File: src/design/ddoi_pkg.sv
// shared constants, types and the arctangent table of the odometry integrator
`default_nettype none

package ddoi_pkg;

	// fixed-point format and cordic length
	localparam int FRAC_BITS    = 16;
	localparam int CORDIC_STEPS = 24;
	localparam int COR_CNT_W    = $clog2(CORDIC_STEPS);

	// field widths
	localparam int SPEED_W = 16;
	localparam int US_W    = 20;
	localparam int DIAM_W  = 16;
	localparam int TRACK_W = 18;
	localparam int POS_W   = 48;
	localparam int ANG_W   = 32;
	localparam int RATE_W  = 32;

	// configuration port
	localparam int CFG_IDX_W  = 2;
	localparam int CFG_DATA_W = 18;

	typedef enum logic [CFG_IDX_W-1:0] {
		REG_LEFT_DIAM  = 2'd0,
		REG_RIGHT_DIAM = 2'd1,
		REG_TRACK      = 2'd2
	} cfg_reg_t;

	// bit-serial multiplier
	localparam int MUL_A_W   = 34;
	localparam int MUL_B_W   = 32;
	localparam int MUL_P_W   = MUL_A_W + MUL_B_W;
	localparam int MUL_CNT_W = $clog2(MUL_B_W);

	// restoring divider
	localparam int DIV_NUM_W = (FRAC_BITS + 35 > 56) ? FRAC_BITS + 35 : 56;
	localparam int DIV_DEN_W = 24;
	localparam int DIV_CNT_W = $clog2(DIV_NUM_W);

	// cordic datapath
	localparam int CV_W = 34;
	localparam logic signed [CV_W-1:0] CORDIC_GAIN = 34'sd652032875;

	// arithmetic constants
	localparam logic [MUL_B_W-1:0]   BAM_PER_RAD = 32'd683565276;
	localparam logic [DIV_DEN_W-1:0] US_PER_S    = 24'd1000000;
	localparam logic [DIV_DEN_W-1:0] FWD_DIVISOR = 24'd100;
	localparam int                   TRACK_SCALE = 50;

	// sequencer states
	typedef enum logic [3:0] {
		S_IDLE,
		S_MUL_L,
		S_MUL_R,
		S_DIV_F,
		S_DIV_T,
		S_COR,
		S_MUL_PX,
		S_MUL_PY,
		S_MUL_DX,
		S_DIV_DX,
		S_MUL_DY,
		S_DIV_DY,
		S_MUL_TH,
		S_DIV_TH,
		S_MUL_BAM,
		S_DONE
	} odo_state_t;

	// atan(2^-i) as a binary angle, 2^32 per turn
	function automatic logic [ANG_W-1:0] atan_bam(input logic [4:0] i);
		logic [ANG_W-1:0] v;
		unique case (i)
			5'd0:  v = 32'h20000000;
			5'd1:  v = 32'h12E4051E;
			5'd2:  v = 32'h09FB385B;
			5'd3:  v = 32'h051111D4;
			5'd4:  v = 32'h028B0D43;
			5'd5:  v = 32'h0145D7E1;
			5'd6:  v = 32'h00A2F61E;
			5'd7:  v = 32'h00517C55;
			5'd8:  v = 32'h0028BE53;
			5'd9:  v = 32'h00145F2F;
			5'd10: v = 32'h000A2F98;
			5'd11: v = 32'h000517CC;
			5'd12: v = 32'h00028BE6;
			5'd13: v = 32'h000145F3;
			5'd14: v = 32'h0000A2FA;
			5'd15: v = 32'h0000517D;
			5'd16: v = 32'h000028BE;
			5'd17: v = 32'h0000145F;
			5'd18: v = 32'h00000A30;
			5'd19: v = 32'h00000518;
			5'd20: v = 32'h0000028C;
			5'd21: v = 32'h00000146;
			5'd22: v = 32'h000000A3;
			5'd23: v = 32'h00000051;
			5'd24: v = 32'h00000029;
			5'd25: v = 32'h00000014;
			5'd26: v = 32'h0000000A;
			5'd27: v = 32'h00000005;
			5'd28: v = 32'h00000003;
			5'd29: v = 32'h00000001;
			5'd30: v = 32'h00000001;
			5'd31: v = 32'h00000000;
		endcase
		return v;
	endfunction

endpackage

`default_nettype wire

File: src/design/ddoi_in_if.sv
// input channel: raw wheel speeds and elapsed time
`default_nettype none

interface ddoi_in_if;
	logic                                 valid;
	logic                                 ready;
	logic signed [ddoi_pkg::SPEED_W-1:0]  left_raw_speed;
	logic signed [ddoi_pkg::SPEED_W-1:0]  right_raw_speed;
	logic        [ddoi_pkg::US_W-1:0]     elapsed_us;

	modport source (output valid, left_raw_speed, right_raw_speed, elapsed_us, input ready);
	modport sink   (input valid, left_raw_speed, right_raw_speed, elapsed_us, output ready);
endinterface

`default_nettype wire

File: src/design/ddoi_out_if.sv
// output channel: pose and speeds after an update
`default_nettype none

interface ddoi_out_if;
	logic                                valid;
	logic                                ready;
	logic signed [ddoi_pkg::POS_W-1:0]   pos_x;
	logic signed [ddoi_pkg::POS_W-1:0]   pos_y;
	logic        [ddoi_pkg::ANG_W-1:0]   heading;
	logic signed [ddoi_pkg::RATE_W-1:0]  forward_speed;
	logic signed [ddoi_pkg::RATE_W-1:0]  turn_rate;

	modport source (output valid, pos_x, pos_y, heading, forward_speed, turn_rate,
		input ready);
	modport sink   (input valid, pos_x, pos_y, heading, forward_speed, turn_rate,
		output ready);
endinterface

`default_nettype wire

File: src/design/ddoi_mul.sv
// bit-serial unsigned shift-add multiplier, one multiplier bit per cycle
`default_nettype none

module ddoi_mul (
	input  wire logic                             clk,
	input  wire logic                             arst_n,
	input  wire logic                             start,
	input  wire logic [ddoi_pkg::MUL_A_W-1:0]     a,
	input  wire logic [ddoi_pkg::MUL_B_W-1:0]     b,
	output logic                                  done,
	output logic      [ddoi_pkg::MUL_P_W-1:0]     p
);

	logic [ddoi_pkg::MUL_A_W-1:0]   a_q;
	logic [ddoi_pkg::MUL_P_W-1:0]   p_q;
	logic [ddoi_pkg::MUL_CNT_W-1:0] cnt_q;
	logic                           busy_q;
	logic                           done_q;
	logic [ddoi_pkg::MUL_A_W:0]     hi_sum;

	// add the multiplicand into the upper half when the low bit is set
	assign hi_sum = {1'b0, p_q[ddoi_pkg::MUL_P_W-1:ddoi_pkg::MUL_B_W]}
		+ (p_q[0] ? {1'b0, a_q} : '0);

	// control
	always_ff @(posedge clk or negedge arst_n) begin
		if (!arst_n) begin
			busy_q <= 1'b0;
			done_q <= 1'b0;
			cnt_q  <= '0;
		end else begin
			done_q <= 1'b0;
			if (start) begin
				busy_q <= 1'b1;
				cnt_q  <= '0;
			end else if (busy_q) begin
				cnt_q <= cnt_q + 1'b1;
				if (cnt_q == ddoi_pkg::MUL_CNT_W'(ddoi_pkg::MUL_B_W - 1)) begin
					busy_q <= 1'b0;
					done_q <= 1'b1;
				end
			end
		end
	end

	// product shift register
	always_ff @(posedge clk) begin
		if (start) begin
			a_q <= a;
			p_q <= {{ddoi_pkg::MUL_A_W{1'b0}}, b};
		end else if (busy_q) begin
			p_q <= {hi_sum, p_q[ddoi_pkg::MUL_B_W-1:1]};
		end
	end

	assign done = done_q;
	assign p    = p_q;

endmodule

`default_nettype wire

File: src/design/ddoi_div.sv
// restoring divider with round-half-up on magnitudes, one quotient bit per cycle
`default_nettype none

module ddoi_div (
	input  wire logic                             clk,
	input  wire logic                             arst_n,
	input  wire logic                             start,
	input  wire logic [ddoi_pkg::DIV_NUM_W-1:0]   num,
	input  wire logic [ddoi_pkg::DIV_DEN_W-1:0]   den,
	output logic                                  done,
	output logic      [ddoi_pkg::DIV_NUM_W-1:0]   quo
);

	logic [ddoi_pkg::DIV_NUM_W-1:0] n_q;
	logic [ddoi_pkg::DIV_DEN_W-1:0] den_q;
	logic [ddoi_pkg::DIV_DEN_W-1:0] rem_q;
	logic [ddoi_pkg::DIV_CNT_W-1:0] cnt_q;
	logic                           busy_q;
	logic                           done_q;
	logic [ddoi_pkg::DIV_DEN_W:0]   rem_sh;
	logic [ddoi_pkg::DIV_DEN_W:0]   rem_sub;
	logic                           ge;

	// trial subtract of the shifted remainder
	assign rem_sh  = {rem_q, n_q[ddoi_pkg::DIV_NUM_W-1]};
	assign rem_sub = rem_sh - {1'b0, den_q};
	assign ge      = (rem_sh >= {1'b0, den_q});

	// control
	always_ff @(posedge clk or negedge arst_n) begin
		if (!arst_n) begin
			busy_q <= 1'b0;
			done_q <= 1'b0;
			cnt_q  <= '0;
		end else begin
			done_q <= 1'b0;
			if (start) begin
				busy_q <= 1'b1;
				cnt_q  <= '0;
			end else if (busy_q) begin
				cnt_q <= cnt_q + 1'b1;
				if (cnt_q == ddoi_pkg::DIV_CNT_W'(ddoi_pkg::DIV_NUM_W - 1)) begin
					busy_q <= 1'b0;
					done_q <= 1'b1;
				end
			end
		end
	end

	// numerator shifts out, quotient bits shift in
	always_ff @(posedge clk) begin
		if (start) begin
			n_q   <= num + ddoi_pkg::DIV_NUM_W'(den >> 1);
			den_q <= den;
			rem_q <= '0;
		end else if (busy_q) begin
			rem_q <= ge ? rem_sub[ddoi_pkg::DIV_DEN_W-1:0] : rem_sh[ddoi_pkg::DIV_DEN_W-1:0];
			n_q   <= {n_q[ddoi_pkg::DIV_NUM_W-2:0], ge};
		end
	end

	assign done = done_q;
	assign quo  = n_q;

endmodule

`default_nettype wire

File: src/design/ddoi_cordic.sv
// iterative cordic rotation giving cosine and sine of a binary angle, one step per cycle
`default_nettype none

module ddoi_cordic (
	input  wire logic                               clk,
	input  wire logic                               arst_n,
	input  wire logic                               start,
	input  wire logic        [ddoi_pkg::ANG_W-1:0]  angle,
	output logic                                    done,
	output logic signed      [ddoi_pkg::CV_W-1:0]   cos_o,
	output logic signed      [ddoi_pkg::CV_W-1:0]   sin_o
);

	logic signed [ddoi_pkg::CV_W-1:0]    x_q;
	logic signed [ddoi_pkg::CV_W-1:0]    y_q;
	logic signed [ddoi_pkg::ANG_W:0]     z_q;
	logic        [ddoi_pkg::COR_CNT_W-1:0] i_q;
	logic                                flip_q;
	logic                                busy_q;
	logic                                done_q;
	logic signed [ddoi_pkg::CV_W-1:0]    xs;
	logic signed [ddoi_pkg::CV_W-1:0]    ys;
	logic signed [ddoi_pkg::ANG_W:0]     at;
	logic                                flip_in;
	logic        [ddoi_pkg::ANG_W-1:0]   ang_in;

	// left half plane is folded by half a turn
	assign flip_in = (angle[31:30] == 2'b01) || (angle[31:30] == 2'b10);
	assign ang_in  = flip_in ? angle - 32'h80000000 : angle;

	// shifted terms of this step
	assign xs = x_q >>> i_q;
	assign ys = y_q >>> i_q;
	assign at = $signed({1'b0, ddoi_pkg::atan_bam(5'(i_q))});

	// control
	always_ff @(posedge clk or negedge arst_n) begin
		if (!arst_n) begin
			busy_q <= 1'b0;
			done_q <= 1'b0;
			i_q    <= '0;
		end else begin
			done_q <= 1'b0;
			if (start) begin
				busy_q <= 1'b1;
				i_q    <= '0;
			end else if (busy_q) begin
				i_q <= i_q + 1'b1;
				if (i_q == ddoi_pkg::COR_CNT_W'(ddoi_pkg::CORDIC_STEPS - 1)) begin
					busy_q <= 1'b0;
					done_q <= 1'b1;
				end
			end
		end
	end

	// rotation datapath
	always_ff @(posedge clk) begin
		if (start) begin
			x_q    <= ddoi_pkg::CORDIC_GAIN;
			y_q    <= '0;
			z_q    <= $signed({ang_in[31], ang_in});
			flip_q <= flip_in;
		end else if (busy_q) begin
			if (!z_q[ddoi_pkg::ANG_W]) begin
				x_q <= x_q - ys;
				y_q <= y_q + xs;
				z_q <= z_q - at;
			end else begin
				x_q <= x_q + ys;
				y_q <= y_q - xs;
				z_q <= z_q + at;
			end
		end
	end

	assign done  = done_q;
	assign cos_o = flip_q ? -x_q : x_q;
	assign sin_o = flip_q ? -y_q : y_q;

endmodule

`default_nettype wire

File: src/design/diff_drive_odometry_integrator.sv
// differential-drive odometry integrator: sequencer, configuration and pose state
// Each transaction with nonzero elapsed time yields one pose update; zero elapsed time is
// dropped with no result. An update runs through the bit-serial multiplier (eight products),
// the restoring divider (five quotients) and the cordic, then loads the result; one item is
// in work at a time and the next one is taken as soon as the result sits in the output
// register. Configuration is to be written through cfg_we/cfg_index/cfg_data only while
// idle; the block itself does not enforce this. Unknown indexes are ignored, zero track
// width counts as one LSB. Position is Q31.16 and wraps, heading is a binary angle (2^32
// per turn).
`default_nettype none

module diff_drive_odometry_integrator (
	input  wire logic                               clk,
	input  wire logic                               arst_n,
	ddoi_in_if.sink                                 sample,
	ddoi_out_if.source                              pose,
	input  wire logic                               cfg_we,
	input  wire logic [ddoi_pkg::CFG_IDX_W-1:0]     cfg_index,
	input  wire logic [ddoi_pkg::CFG_DATA_W-1:0]    cfg_data
);

	localparam int F = ddoi_pkg::FRAC_BITS;
	localparam int AW = ddoi_pkg::MUL_A_W;
	localparam int BW = ddoi_pkg::MUL_B_W;
	localparam int PW = ddoi_pkg::MUL_P_W;
	localparam int NW = ddoi_pkg::DIV_NUM_W;

	ddoi_pkg::odo_state_t state_q, state_d;

	logic [ddoi_pkg::DIAM_W-1:0]  ldiam_q, rdiam_q;
	logic [ddoi_pkg::TRACK_W-1:0] track_q;

	logic signed [16:0]           lraw_q, rraw_q;
	logic [ddoi_pkg::US_W-1:0]    us_q;
	logic signed [AW-1:0]         lp_q, rp_q, px_q, py_q, dth_q;
	logic signed [31:0]           fwd_q, turn_q;
	logic signed [ddoi_pkg::POS_W-1:0] dx_q, dy_q;
	logic [ddoi_pkg::ANG_W-1:0]   dbam_q;

	logic signed [ddoi_pkg::POS_W-1:0] x_q, y_q;
	logic [ddoi_pkg::ANG_W-1:0]        heading_q;

	logic                         out_valid_q;
	logic signed [ddoi_pkg::POS_W-1:0] out_x_q, out_y_q;
	logic [ddoi_pkg::ANG_W-1:0]   out_h_q;
	logic signed [31:0]           out_f_q, out_t_q;

	logic                         launched_q;
	logic                         mul_start, div_start, cor_start;
	logic                         mul_done, div_done, cor_done;
	logic [AW-1:0]                mul_a;
	logic [BW-1:0]                mul_b;
	logic [PW-1:0]                mul_p;
	logic [NW-1:0]                div_num, div_quo;
	logic [ddoi_pkg::DIV_DEN_W-1:0] div_den, track_den;
	logic signed [ddoi_pkg::CV_W-1:0] cor_c, cor_s;
	logic                         out_load;
	logic                         accept;

	logic signed [AW-1:0]         sum_w, diff_w;
	logic [PW-1:0]                rnd30, rndf;
	logic [AW-1:0]                pmag30;
	logic [31:0]                  bam_mag;

	// magnitude of a signed datapath word
	function automatic logic [AW-1:0] mag(input logic signed [AW-1:0] v);
		return v[AW-1] ? AW'(-v) : AW'(v);
	endfunction

	// apply sign to a quotient magnitude and saturate to 32 bits
	function automatic logic signed [31:0] sat32(input logic neg, input logic [NW-1:0] q);
		logic signed [31:0] r;
		if (neg) begin
			r = (q > NW'(33'h080000000)) ? 32'sh80000000 : -$signed(q[31:0]);
		end else begin
			r = (q > NW'(32'h7FFFFFFF)) ? 32'sh7FFFFFFF : $signed(q[31:0]);
		end
		return r;
	endfunction

	assign accept = sample.valid && sample.ready;

	// wheel sum and difference
	assign sum_w  = lp_q + rp_q;
	assign diff_w = rp_q - lp_q;

	// divisor for turn rate, zero width treated as one lsb
	assign track_den = ddoi_pkg::DIV_DEN_W'((track_q == '0) ? 18'd1 : track_q)
		* ddoi_pkg::DIV_DEN_W'(ddoi_pkg::TRACK_SCALE);

	// power-of-two rounding of products
	assign rnd30   = mul_p + (PW'(1) << 29);
	assign pmag30  = rnd30[AW+29:30];
	assign rndf    = mul_p + (PW'(1) << (F - 1));
	assign bam_mag = rndf[F+31:F];

	// configuration registers
	always_ff @(posedge clk or negedge arst_n) begin
		if (!arst_n) begin
			ldiam_q <= 16'd6554;
			rdiam_q <= 16'd6554;
			track_q <= 18'd25821;
		end else if (cfg_we) begin
			case (cfg_index)
				ddoi_pkg::REG_LEFT_DIAM:  ldiam_q <= cfg_data[ddoi_pkg::DIAM_W-1:0];
				ddoi_pkg::REG_RIGHT_DIAM: rdiam_q <= cfg_data[ddoi_pkg::DIAM_W-1:0];
				ddoi_pkg::REG_TRACK:      track_q <= cfg_data;
				default: ;
			endcase
		end
	end

	// state register and launch flag
	always_ff @(posedge clk or negedge arst_n) begin
		if (!arst_n) begin
			state_q    <= ddoi_pkg::S_IDLE;
			launched_q <= 1'b0;
		end else begin
			state_q    <= state_d;
			launched_q <= (state_d == state_q)
				? (launched_q | mul_start | div_start | cor_start) : 1'b0;
		end
	end

	// next state and unit operands
	always_comb begin
		state_d      = state_q;
		mul_start    = 1'b0;
		div_start    = 1'b0;
		cor_start    = 1'b0;
		mul_a        = '0;
		mul_b        = '0;
		div_num      = '0;
		div_den      = '0;
		out_load     = 1'b0;
		sample.ready = 1'b0;
		unique case (state_q)
			ddoi_pkg::S_IDLE: begin
				sample.ready = 1'b1;
				if (sample.valid && (sample.elapsed_us != '0)) state_d = ddoi_pkg::S_MUL_L;
			end
			ddoi_pkg::S_MUL_L: begin
				mul_a     = mag(AW'(lraw_q));
				mul_b     = BW'(ldiam_q);
				mul_start = !launched_q;
				if (mul_done) state_d = ddoi_pkg::S_MUL_R;
			end
			ddoi_pkg::S_MUL_R: begin
				mul_a     = mag(AW'(rraw_q));
				mul_b     = BW'(rdiam_q);
				mul_start = !launched_q;
				if (mul_done) state_d = ddoi_pkg::S_DIV_F;
			end
			ddoi_pkg::S_DIV_F: begin
				div_num   = NW'(mag(sum_w));
				div_den   = ddoi_pkg::FWD_DIVISOR;
				div_start = !launched_q;
				if (div_done) state_d = ddoi_pkg::S_DIV_T;
			end
			ddoi_pkg::S_DIV_T: begin
				div_num   = NW'(mag(diff_w)) << F;
				div_den   = track_den;
				div_start = !launched_q;
				if (div_done) state_d = ddoi_pkg::S_COR;
			end
			ddoi_pkg::S_COR: begin
				cor_start = !launched_q;
				if (cor_done) state_d = ddoi_pkg::S_MUL_PX;
			end
			ddoi_pkg::S_MUL_PX: begin
				mul_a     = mag(AW'(fwd_q));
				mul_b     = BW'(mag(cor_c));
				mul_start = !launched_q;
				if (mul_done) state_d = ddoi_pkg::S_MUL_PY;
			end
			ddoi_pkg::S_MUL_PY: begin
				mul_a     = mag(AW'(fwd_q));
				mul_b     = BW'(mag(cor_s));
				mul_start = !launched_q;
				if (mul_done) state_d = ddoi_pkg::S_MUL_DX;
			end
			ddoi_pkg::S_MUL_DX: begin
				mul_a     = mag(px_q);
				mul_b     = BW'(us_q);
				mul_start = !launched_q;
				if (mul_done) state_d = ddoi_pkg::S_DIV_DX;
			end
			ddoi_pkg::S_DIV_DX: begin
				div_num   = mul_p[NW-1:0];
				div_den   = ddoi_pkg::US_PER_S;
				div_start = !launched_q;
				if (div_done) state_d = ddoi_pkg::S_MUL_DY;
			end
			ddoi_pkg::S_MUL_DY: begin
				mul_a     = mag(py_q);
				mul_b     = BW'(us_q);
				mul_start = !launched_q;
				if (mul_done) state_d = ddoi_pkg::S_DIV_DY;
			end
			ddoi_pkg::S_DIV_DY: begin
				div_num   = mul_p[NW-1:0];
				div_den   = ddoi_pkg::US_PER_S;
				div_start = !launched_q;
				if (div_done) state_d = ddoi_pkg::S_MUL_TH;
			end
			ddoi_pkg::S_MUL_TH: begin
				mul_a     = mag(AW'(turn_q));
				mul_b     = BW'(us_q);
				mul_start = !launched_q;
				if (mul_done) state_d = ddoi_pkg::S_DIV_TH;
			end
			ddoi_pkg::S_DIV_TH: begin
				div_num   = mul_p[NW-1:0];
				div_den   = ddoi_pkg::US_PER_S;
				div_start = !launched_q;
				if (div_done) state_d = ddoi_pkg::S_MUL_BAM;
			end
			ddoi_pkg::S_MUL_BAM: begin
				mul_a     = mag(dth_q);
				mul_b     = ddoi_pkg::BAM_PER_RAD;
				mul_start = !launched_q;
				if (mul_done) state_d = ddoi_pkg::S_DONE;
			end
			ddoi_pkg::S_DONE: begin
				if (!out_valid_q || pose.ready) begin
					out_load = 1'b1;
					state_d  = ddoi_pkg::S_IDLE;
				end
			end
		endcase
	end

	// capture of intermediate results
	always_ff @(posedge clk) begin
		if (accept) begin
			lraw_q <= 17'(sample.left_raw_speed);
			rraw_q <= -17'(sample.right_raw_speed);
			us_q   <= sample.elapsed_us;
		end
		if (mul_done) begin
			unique case (state_q)
				ddoi_pkg::S_MUL_L:
					lp_q <= lraw_q[16] ? -$signed(mul_p[AW-1:0]) : $signed(mul_p[AW-1:0]);
				ddoi_pkg::S_MUL_R:
					rp_q <= rraw_q[16] ? -$signed(mul_p[AW-1:0]) : $signed(mul_p[AW-1:0]);
				ddoi_pkg::S_MUL_PX:
					px_q <= (fwd_q[31] ^ cor_c[ddoi_pkg::CV_W-1])
						? -$signed(pmag30) : $signed(pmag30);
				ddoi_pkg::S_MUL_PY:
					py_q <= (fwd_q[31] ^ cor_s[ddoi_pkg::CV_W-1])
						? -$signed(pmag30) : $signed(pmag30);
				ddoi_pkg::S_MUL_BAM:
					dbam_q <= dth_q[AW-1] ? -bam_mag : bam_mag;
				default: ;
			endcase
		end
		if (div_done) begin
			unique case (state_q)
				ddoi_pkg::S_DIV_F:  fwd_q  <= sat32(sum_w[AW-1], div_quo);
				ddoi_pkg::S_DIV_T:  turn_q <= sat32(diff_w[AW-1], div_quo);
				ddoi_pkg::S_DIV_DX:
					dx_q <= px_q[AW-1] ? -$signed(div_quo[ddoi_pkg::POS_W-1:0])
						: $signed(div_quo[ddoi_pkg::POS_W-1:0]);
				ddoi_pkg::S_DIV_DY:
					dy_q <= py_q[AW-1] ? -$signed(div_quo[ddoi_pkg::POS_W-1:0])
						: $signed(div_quo[ddoi_pkg::POS_W-1:0]);
				ddoi_pkg::S_DIV_TH:
					dth_q <= turn_q[31] ? -$signed(div_quo[AW-1:0]) : $signed(div_quo[AW-1:0]);
				default: ;
			endcase
		end
	end

	// pose state
	always_ff @(posedge clk or negedge arst_n) begin
		if (!arst_n) begin
			x_q       <= '0;
			y_q       <= '0;
			heading_q <= '0;
		end else if (out_load) begin
			x_q       <= x_q + dx_q;
			y_q       <= y_q + dy_q;
			heading_q <= heading_q + dbam_q;
		end
	end

	// output register
	always_ff @(posedge clk or negedge arst_n) begin
		if (!arst_n) begin
			out_valid_q <= 1'b0;
		end else if (out_load) begin
			out_valid_q <= 1'b1;
		end else if (pose.ready) begin
			out_valid_q <= 1'b0;
		end
	end

	always_ff @(posedge clk) begin
		if (out_load) begin
			out_x_q <= x_q + dx_q;
			out_y_q <= y_q + dy_q;
			out_h_q <= heading_q + dbam_q;
			out_f_q <= fwd_q;
			out_t_q <= turn_q;
		end
	end

	assign pose.valid         = out_valid_q;
	assign pose.pos_x         = out_x_q;
	assign pose.pos_y         = out_y_q;
	assign pose.heading       = out_h_q;
	assign pose.forward_speed = out_f_q;
	assign pose.turn_rate     = out_t_q;

	// shared arithmetic units
	ddoi_mul u_mul (
		.clk    (clk),
		.arst_n (arst_n),
		.start  (mul_start),
		.a      (mul_a),
		.b      (mul_b),
		.done   (mul_done),
		.p      (mul_p)
	);

	ddoi_div u_div (
		.clk    (clk),
		.arst_n (arst_n),
		.start  (div_start),
		.num    (div_num),
		.den    (div_den),
		.done   (div_done),
		.quo    (div_quo)
	);

	ddoi_cordic u_cordic (
		.clk    (clk),
		.arst_n (arst_n),
		.start  (cor_start),
		.angle  (heading_q),
		.done   (cor_done),
		.cos_o  (cor_c),
		.sin_o  (cor_s)
	);

	// multiplier finishes only inside a multiply step
	a_mul_state: assert property (@(posedge clk) disable iff (!arst_n)
		mul_done |-> (state_q == ddoi_pkg::S_MUL_L || state_q == ddoi_pkg::S_MUL_R
			|| state_q == ddoi_pkg::S_MUL_PX || state_q == ddoi_pkg::S_MUL_PY
			|| state_q == ddoi_pkg::S_MUL_DX || state_q == ddoi_pkg::S_MUL_DY
			|| state_q == ddoi_pkg::S_MUL_TH || state_q == ddoi_pkg::S_MUL_BAM))
		else $error("multiplier done outside a multiply step");

	// cordic finishes only in its own step
	a_cor_state: assert property (@(posedge clk) disable iff (!arst_n)
		cor_done |-> (state_q == ddoi_pkg::S_COR))
		else $error("cordic done outside its step");

	// zero elapsed time never produces a result
	a_skip: assert property (@(posedge clk) disable iff (!arst_n)
		(accept && (sample.elapsed_us == '0) && !out_valid_q) |=> !out_valid_q)
		else $error("result produced for zero elapsed time");

	// a waiting result matches the held heading
	a_hold: assert property (@(posedge clk) disable iff (!arst_n)
		out_valid_q |-> (out_h_q == heading_q))
		else $error("held result diverges from pose state");

endmodule

`default_nettype wire
File: src/flat_wrapper.sv
// flat-port wrapper written by rule: the top's interface ports become plain ports
module diff_drive_odometry_integrator_flat 
  (clk, arst_n, cfg_we, cfg_index, cfg_data, sample_valid, sample_left_raw_speed, sample_right_raw_speed, sample_elapsed_us, sample_ready, pose_valid, pose_pos_x, pose_pos_y, pose_heading, pose_forward_speed, pose_turn_rate, pose_ready);
  ddoi_in_if sample_i ();
  ddoi_out_if pose_i ();
  input  wire logic clk;
  input  wire logic arst_n;
  input  wire logic cfg_we;
  input  wire logic [ddoi_pkg::CFG_IDX_W-1:0] cfg_index;
  input  wire logic [ddoi_pkg::CFG_DATA_W-1:0] cfg_data;
  input wire logic [$bits(sample_i.valid)-1:0] sample_valid;
  input wire logic [$bits(sample_i.left_raw_speed)-1:0] sample_left_raw_speed;
  input wire logic [$bits(sample_i.right_raw_speed)-1:0] sample_right_raw_speed;
  input wire logic [$bits(sample_i.elapsed_us)-1:0] sample_elapsed_us;
  output wire logic [$bits(sample_i.ready)-1:0] sample_ready;
  output wire logic [$bits(pose_i.valid)-1:0] pose_valid;
  output wire logic [$bits(pose_i.pos_x)-1:0] pose_pos_x;
  output wire logic [$bits(pose_i.pos_y)-1:0] pose_pos_y;
  output wire logic [$bits(pose_i.heading)-1:0] pose_heading;
  output wire logic [$bits(pose_i.forward_speed)-1:0] pose_forward_speed;
  output wire logic [$bits(pose_i.turn_rate)-1:0] pose_turn_rate;
  input wire logic [$bits(pose_i.ready)-1:0] pose_ready;
  assign sample_i.valid = sample_valid;
  assign sample_i.left_raw_speed = sample_left_raw_speed;
  assign sample_i.right_raw_speed = sample_right_raw_speed;
  assign sample_i.elapsed_us = sample_elapsed_us;
  assign sample_ready = sample_i.ready;
  assign pose_valid = pose_i.valid;
  assign pose_pos_x = pose_i.pos_x;
  assign pose_pos_y = pose_i.pos_y;
  assign pose_heading = pose_i.heading;
  assign pose_forward_speed = pose_i.forward_speed;
  assign pose_turn_rate = pose_i.turn_rate;
  assign pose_i.ready = pose_ready;
  diff_drive_odometry_integrator u_core (.clk(clk), .arst_n(arst_n), .sample(sample_i), .pose(pose_i), .cfg_we(cfg_we), .cfg_index(cfg_index), .cfg_data(cfg_data));
endmodule
File: config.mk
export PLATFORM = sky130hd
export DESIGN_NAME = diff_drive_odometry_integrator_flat
export DESIGN_NICKNAME = d
export VERILOG_FILES = /design/src/design/ddoi_pkg.sv /design/src/design/ddoi_in_if.sv /design/src/design/ddoi_out_if.sv /design/src/design/ddoi_mul.sv /design/src/design/ddoi_div.sv /design/src/design/ddoi_cordic.sv /design/src/design/diff_drive_odometry_integrator.sv /design/src/flat_wrapper.sv
export SDC_FILE = /design/constraint.sdc
export NUM_CORES = 2
export LEC_CHECK = 0
export BUFFER_PORTS_ARGS = -buffer_cell sky130_fd_sc_hd__clkbuf_2
export CAP_MARGIN = 20
export CORE_ASPECT_RATIO = 0.75
export CORE_MARGIN = 10
export CORE_UTILIZATION = 50
export CTS_CLUSTER_DIAMETER = 50
export DETAILED_ROUTE_END_ITERATION = 8
export PLACE_DENSITY = 0.66
export SYNTH_ARGS = -nofsm -noshare
export SYNTH_HDL_FRONTEND = slang
export SYNTH_HIERARCHICAL = 1
export SYNTH_SLANG_ARGS = --single-unit
File: constraint.sdc
create_clock -name clk -period 9.75 [get_ports clk]
set_input_delay 1.4625 -clock clk [delete_from_list [all_inputs] [get_ports clk]]
set_output_delay 1.4625 -clock clk [all_outputs]
set_load 0.005 [all_outputs]
==> qor.txt <==
Total Die Area = 190,600 sq um
Initial Utilization = 0.5028
GRT met2 Usage = 0.4376
GR Util All Layers = 0.3228
Layout Skew = 0.05159 ns
Final period util = 0.8260
Sw Share = 0.2517
CTS tree = done
Mapped Area = 86,690 sq um
CP Cell Sequence = buf_4 > mux4_2 > a32oi_1 > o21ai_0 > a311oi_1 > and2_1 > and4_1 > and4b_1 > nor2b_1 > nor2_1 > xor2_1 > ha_1 > a211oi_1 > nand2_1 > a211o_1 > a21o_1 > a21oi_1 > o21ai_0 > o41ai_1 > o21a_1 > xnor2_1 > a211oi_1 > a31o_2
most frequent cells in the layout = nand2_1, edfxtp_1, xnor2_1, nor2_1, a21oi_1
CTS Root Cell = clkbuf_16
Area Overhead vs Synth = 9.902%
R2R setup slack = 1.70 ns
GRT overflow = 0
pre-CTS setup slack = 1.948 ns
initial DRC count = 10.72k
Num CTS Buffers = 148
commonest non-fill, non-tap cell in the layout = nand2_1
vias in the first global route = 71.72k
Final Power = 11.61 mW
Resize count post-CTS = 0
Clock Latency Late Sink = 0.81 ns
worst setup path end = u_core/u_cordic/x_q[33]
final setup margin = 1.697 ns
Worst Path Required = 10.40 ns
Comb power frac = 0.066
Max VDD drop = 0.0001418 V
DR WL/cell = 27.02 um
clock tree sinks = 1,119
nets = 10.06k
launch point of the worst reg-to-reg path = u_core/u_cordic/i_q[0]
gpl congestion = 1.031
CP Class = flop to flop
Setup Buffers After CTS = 0
Most Crowded Layer GR = met1
DRC viols = 0
layout cell share with drive strength beyond 1 = 0.1136
Max clock buf depth = 3
RR Endpoint = u_core/u_cordic/x_q[33]
chip height = 380.6 um
# rows = 132
crit path max fanout = 53
critical path depth = 23
1st-pass router iterations = 9
Die X = 500.8 um
share of power burned in registers = 0.442
syn nets = 10.04k
Mapped Cells = 9,481
met3 Use GR = 0.1121
hold_buf cts = 0
RSZ-0062 raised after global routing = no
clock power share = 0.493
final setup TNS = 0 ns
placed inst area = 90,070 sq um
worst hold path type = flop to flop
leakage power total = 37.96 nW
actual slew at the worst max-slew pin = 1.452 ns
post-synthesis area per instance = 9.144 sq um
met1 GRT Util = 0.4824
fin crit period = 8.054 ns
register clock-pin slew on the reported worst setup and hold paths = 0.05 ns
status = finished clean
internal power = 8.691 mW
slew margin rel. = 0.03233
Sw Pwr = 2.923 mW
CP max stage delay = 0.95 ns
Port Buffers = 270
Crit path max-delay family = compound AO/OA/AOI/OAI gates
crit path from = u_core/u_cordic/i_q[0]
Post-DP HPWL = 245,100 um
first-pass GRT wire length = 473,900 um
Fin. Hold Viols = 0
pin count of the biggest net entering global routing = 145
final slew viol count = 0
post-route ant nets = 0
CP arrival = 8.71 ns
Core ar. = 172,400 sq um
final wirelength = 321,900 um
Worst Setup End Kind = flop
yosys warns = 6
Worst R2R Path Depth = 23
vias = 77.07k
Finish-stage setup viols = 0
# IOs = 271
max cap viols = 0
Fmax achieved = 124.2 MHz
Design Area, Final = 95,280 sq um
Setup crit start kind = flop
PD cells = 121.9 nW/um^2
H-tree levels = 4
Critical-path top delay cell = dfrtp_4
initial antenna violation count = 19
CP bufs+invs = 1
post-DR vias/cell = 6.469
flip-flops by register name, summed over array words and instances, names as in the netlist, 33 cells and up:
signal and count:
u_core/dy_q 48, u_core/pose.pos_x 48, u_core/rp_q 34, u_core/x_q 48
u_core/u_mul/a_q 34, u_core/dth_q 34, u_core/u_mul/p 66, u_core/u_cordic/z_q 33
u_core/lp_q 34, u_core/u_cordic/x_q 34, u_core/y_q 48, u_core/dx_q 48
u_core/px_q 34, u_core/pose.pos_y 48, u_core/u_cordic/y_q 34, u_core/u_div/quo 56
u_core/py_q 34
how the worst min path moves through the flow:
stage	from	end	slack, ns	depth (start not counted)
final	u_core/x_q[9]	u_core/x_q[9]	0.48	2
after global routing	u_core/y_q[7]	u_core/y_q[7]	0.50	2
after CTS	u_core/x_q[6]	u_core/x_q[6]	0.48	2
after detailed placement	u_core/x_q[33]	u_core/x_q[33]	0.47	2
after global placement	u_core/y_q[7]	u_core/y_q[7]	0.46	2
after floorplan	u_core/fwd_q[31]	u_core/pose.forward_speed[31]	0.42	0
layer usage:
layer  share of wire  vias up
li1                -    34660
met1            0.45    37560
met2            0.39     4356
met3            0.13      489
met4           0.027        6
met5         0.00046        -
worst min-delay path, delay by kind of cell, from the launching register on:
family	cells	cell delay, ns
DFF	1	0.34
and+or+nand+nor	2	0.11
power groups by stage:
| stage | clock (mW) | combinational, mW | sequential, mW |
|---|---|---|---|
| after CTS | 5.82 | 0.762 | 5.13 |
| final | 5.72 | 0.762 | 5.13 |
| after global placement | 0 | 0.744 | 5.23 |
| after floorplan | 0 | 0.579 | 5.21 |
| after detailed placement | 0 | 0.755 | 5.23 |
| after global routing | 6.00 | 0.874 | 5.13 |
through the flow:
| step | util | hold WS (ns) | std cells |
|---|---|---|---|
| 6_report | 0.5526 | 0.4807 | 11910 |
| 5_1_grt | 0.5525 | 0.4963 | 11910 |
| 4_1_cts | 0.5524 | 0.4829 | 11900 |
| 3_5_place_dp | 0.5224 | 0.4682 | 11630 |
| 3_3_place_gp | 0.5223 | 0.4625 | 11620 |
| 2_1_floorplan | - | 0.4244 | 9481 |
cell type report:
type | count | area, sq um
Antenna cell | 7 | 17.52
Clock buffer | 174 | 3892
Clock inverter | 103 | 1276
Fill cell | 15350 | 77150
Inverter | 334 | 1261
Multi-Input combinational cell | 7461 | 51960
Sequential cell | 1119 | 31350
Tap cell | 2278 | 2850
Timing Repair Buffer | 437 | 2663
Power figures use the tool's default switching activity.
